File: config.mk
export PLATFORM = sky130hd
export DESIGN_NAME = lvac_ram
export DESIGN_NICKNAME = d
export VERILOG_FILES = /design/src/sv/lvac_ram.sv
export SDC_FILE = /design/constraint.sdc
export NUM_CORES = 2
export LEC_CHECK = 0
export ABC_AREA = 1
export BUFFER_PORTS_ARGS = -buffer_cell sky130_fd_sc_hd__buf_4
export CAP_MARGIN = 20
export CORE_MARGIN = 5
export CORE_UTILIZATION = 46
export CTS_CLUSTER_SIZE = 40
export DETAILED_ROUTE_END_ITERATION = 12
export GPL_TIMING_DRIVEN = 1
export PLACE_DENSITY = 0.65
export SYNTH_ARGS = -nofsm -noshare
export SYNTH_HDL_FRONTEND = slang
export SYNTH_SLANG_ARGS = --single-unit
File: constraint.sdc
create_clock -name i_clk -period 5.4 [get_ports i_clk]
set_input_delay 1.08 -clock i_clk [delete_from_list [all_inputs] [get_ports i_clk]]
set_output_delay 1.08 -clock i_clk [all_outputs]
set_load 0.05 [all_outputs]
File: src/sv/lvac_ram.sv
// ============================================================================
// lvac_ram
// Generic single-write, single-read synchronous RAM with registered read.
// A read and a write to the same address in one cycle return the old data.
// ============================================================================
`default_nettype none

module lvac_ram #(
    parameter int WIDTH = 8,
    parameter int DEPTH = 256
) (
    input  wire logic                     i_clk,
    input  wire logic                     i_we,
    input  wire logic [$clog2(DEPTH)-1:0] i_waddr,
    input  wire logic [WIDTH-1:0]         i_wdata,
    input  wire logic                     i_re,
    input  wire logic [$clog2(DEPTH)-1:0] i_raddr,
    output logic      [WIDTH-1:0]         o_rdata
);

    logic [WIDTH-1:0] r_mem [DEPTH];
    logic [WIDTH-1:0] r_rdata;

    always_ff @(posedge i_clk) begin
        if (i_we) begin
            r_mem[i_waddr] <= i_wdata;
        end
        if (i_re) begin
            r_rdata <= r_mem[i_raddr];
        end
    end

    assign o_rdata = r_rdata;

endmodule

`default_nettype wire

==> summary.md <==
| Metric | Value |
|---|---|
| Worst slew pin tran | 1160 ps |
| Via-to-Cell Ratio | 5.79 |
| GRT Util Overall | 0.233 |
| DR DRC count | 0 |
| Clock buffer depth | 3 |
| Vias | 54400 |
| Routed Antenna Nets | 0 |
| Final Cycle Share | 0.646 |
| WP data required | 5980 ps |
| Synth-to-Final Area Change | 9.61% |
| Core area | 0.181 mm² |
| RSZ-0062 raised after global routing | no |
| GRT overflow | 0 |
| Adder-cell share of the synthesized area | 0 |
| Cts hold-fix bufs | 0 |
| Largest net degree at the start of global routing | 188 |
| # rows | 156 |
| Count of state elements after synthesis | 2056 |
| Switch share | 0.228 |
| Die area | 0.190 mm² |
| Clock Pin Slew Worst Setup and Hold Paths | 60 ps |
| H-tree depth | 4 |
| Total CTS buffers | 201 |
| Initial detailed-routing violation count | 7716 |
| Syn Nets | 7030 |
| R2R setup slack | 3280 ps |
| Clock power frac | 0.397 |
| Final hold vios | 0 |
| TritonCTS clock tree | yes |
| Post-synthesis sequential area ratio | 0.740 |
| Largest area contributor in the netlist | edfxtp_1 |
| Routability Congestion | 0.885 |
| Post-DP HPWL | 125000 µm |
| Overall Power | 32500 µW |
| Mapped Cells | 7003 |
| Mapped cell area | 0.0835 mm² |
| Largest family of logic cells by synthesized area | simple AND/OR/NAND/NOR gates |
| Post-synthesis xor/xnor area fraction | 0 |
| Share of cells above drive strength 1 | 0.0551 |
| Comb pwr share | 0.061 |
| Seq pwr share | 0.542 |
| Clk Tree Root Cell | clkbuf_16 |
| Drt pass-1 iters | 6 |
| Post-CTS sizing | 0 |
| Max Cap Viol | 0 |
| Number of port buffers | 34 |
| CP endpoint | o_rdata[0] |
| Crit Path Max Fanout | 91 |
| Outcome | finished, final reports clean |
| CTS sink count | 2056 |
| Avg Synthesized Cell Area | 11.9 µm² |
| P per Cell Area | 355 mW/mm² |
| Critical path origin | i_raddr[1] |
| Distinct cells, synth | 13 |
| Worst r2r path cells | 10 |
| Nets | 6885 |
| Syn. warnings | 0 |
| Initial antenna violation count | 14 |
| Worst Path Arrival | 4070 ps |
| Hold Crit Class | in2reg |
| F_max | 287 MHz |
| Post-Route Skew | 31.4 ps |
| Die W | 436 µm |
| FF-to-FF Start | r_mem[99][3] |
| Sum of negative setup slack | 0 ps |
| Initial Util | 0.462 |
| Net Sw Power | 7400 µW |
| Synth area leaders | edfxtp_1 74%, nand3_1 12%, nand2_1 9.5%, buf_2 1.6%, nor2_1 1.3% |
| Chip height | 436 µm |
| I/O pin count | 35 |
| CP Launch Type | primary input |
| Critical path class | in2reg |
| Critical Path End Type | flip-flop |
| Synth Area in Simple Gates | 0.229 |
| Peak supply drop | 0.000363 V |
| Global-route wire length before repair | 336000 µm |
| Slew HR | 0.229 |
| Mux contribution to synthesized area | 0 |
| Worst skew pair latency | 830 ps |
| Setup-failing EPs final | 0 |
| Lkg Pwr | 0.0313 µW |
| Int Power | 25100 µW |
| Post-synth top area share | 0.740 |
| Routed wire length per instance | 24.1 µm |
| Fin crit period | 3490 ps |
| Post-Route WL | 226000 µm |
| Synth Area in Compound Gates | 0 |
| Min Hold Slack | 613 ps |
| Vias in the first global route | 51600 |
| Buffers inserted by post-CTS timing repair | 0 |
| Slew Viols, Final | 0 |
| Worst r2r dst | o_rdata[3] |
-- synthesized netlist by cell type --
| cell type | instances |
|---|---|
| inv_1 | 36 |
| buf_1 | 40 |
| buf_4 | 46 |
| clkbuf_1 | 112 |
| buf_2 | 268 |
| nand3_1 | 2019 |
| nor2_1 | 283 |
| nand2_1 | 2123 |
| buf_8 | 1 |
| edfxtp_1 | 2056 |
| inv_4 | 1 |
| inv_2 | 2 |
| buf_6 | 16 |
-- state kept, by name (all words and copies together) (netlist names) --
signal / flops
o_rdata: 8
r_mem: 2048
-- layout make-up --
cell class / instances / area [µm²]
Fill cell: 15300 / 89100
Sequential cell: 2056 / 61700
Multi-Input combinational cell: 4425 / 19100
Clock buffer: 263 / 5280
Tap cell: 2370 / 2970
Timing Repair Buffer: 135 / 1500
Clock inverter: 102 / 678
Inverter: 39 / 180
Antenna cell: 6 / 15.0
-- how the worst min path moves through the flow --
stage                  startpoint  cells after the start    endpoint  slack, ps
floorplan            r_mem[40][0]                     10  o_rdata[0]        910
global placement    r_mem[160][0]                     10  o_rdata[0]       1060
detailed placement  r_mem[160][0]                     10  o_rdata[0]       1070
CTS                          i_re                      1  o_rdata[1]        550
global route                 i_re                      1  o_rdata[7]        560
finish                       i_re                      1  o_rdata[7]        610
-- per-stage QoR --
stage	utilization	setup WS (ps)	std cells	area [µm²]
floorplan	-	2830	7003	83500
detailed placement	0.474	1070	9024	85500
global placement	0.474	1050	9024	85500
CTS	0.507	1960	9389	91500
global route	0.507	1860	9393	91500
finish	0.507	1910	9396	91500
-- layout by cell type, fill, tap and decap left out, drive strengths merged --
cell / n
nand2: 2123
edfxtp: 2056
nand3: 2019
nor2: 283
clkbuf: 263
buf: 135
clkinv: 92
inv: 44
diode: 6
bufinv: 4
clkinvlp: 1
-- worst max-delay path, cell delays in order --
cell and delay, ps:
buf_8 210, inv_8 610, buf_4 590, nand3_1 200, nand3_1 110, nand3_1 70, nand3_1 160, nand3_1 230
nand3_1 350, nand2_1 120, nand2_1 120, nand2_1 60
-- routing by layer --
metal | routed length (µm) | vias up | track usage
met5 | 27 | - | 0
met4 | 8550 | 4 | 0.0894
met3 | 20300 | 406 | 0.0394
met2 | 107000 | 2728 | 0.367
met1 | 90600 | 26700 | 0.326
li1 | - | 24600 | -
-- power by group through the flow --
| stage | logic, µW | clock network (µW) | registers (µW) |
|---|---|---|---|
| floorplan | 1090 | 0 | 18000 |
| global placement | 1950 | 0 | 18000 |
| detailed placement | 1970 | 0 | 18000 |
| CTS | 1970 | 13100 | 17600 |
| global route | 2140 | 13800 | 17600 |
| finish | 1990 | 12900 | 17600 |
-- cell families (layout without fill, tap and decap cells) --
group | count (synthesis) | after routing
buf+inv | 522 | 539
flops | 2056 | 2056
other cells | 0 | 6
simple gates | 4425 | 4425
Note: power is estimated with default switching activity, not from simulation.
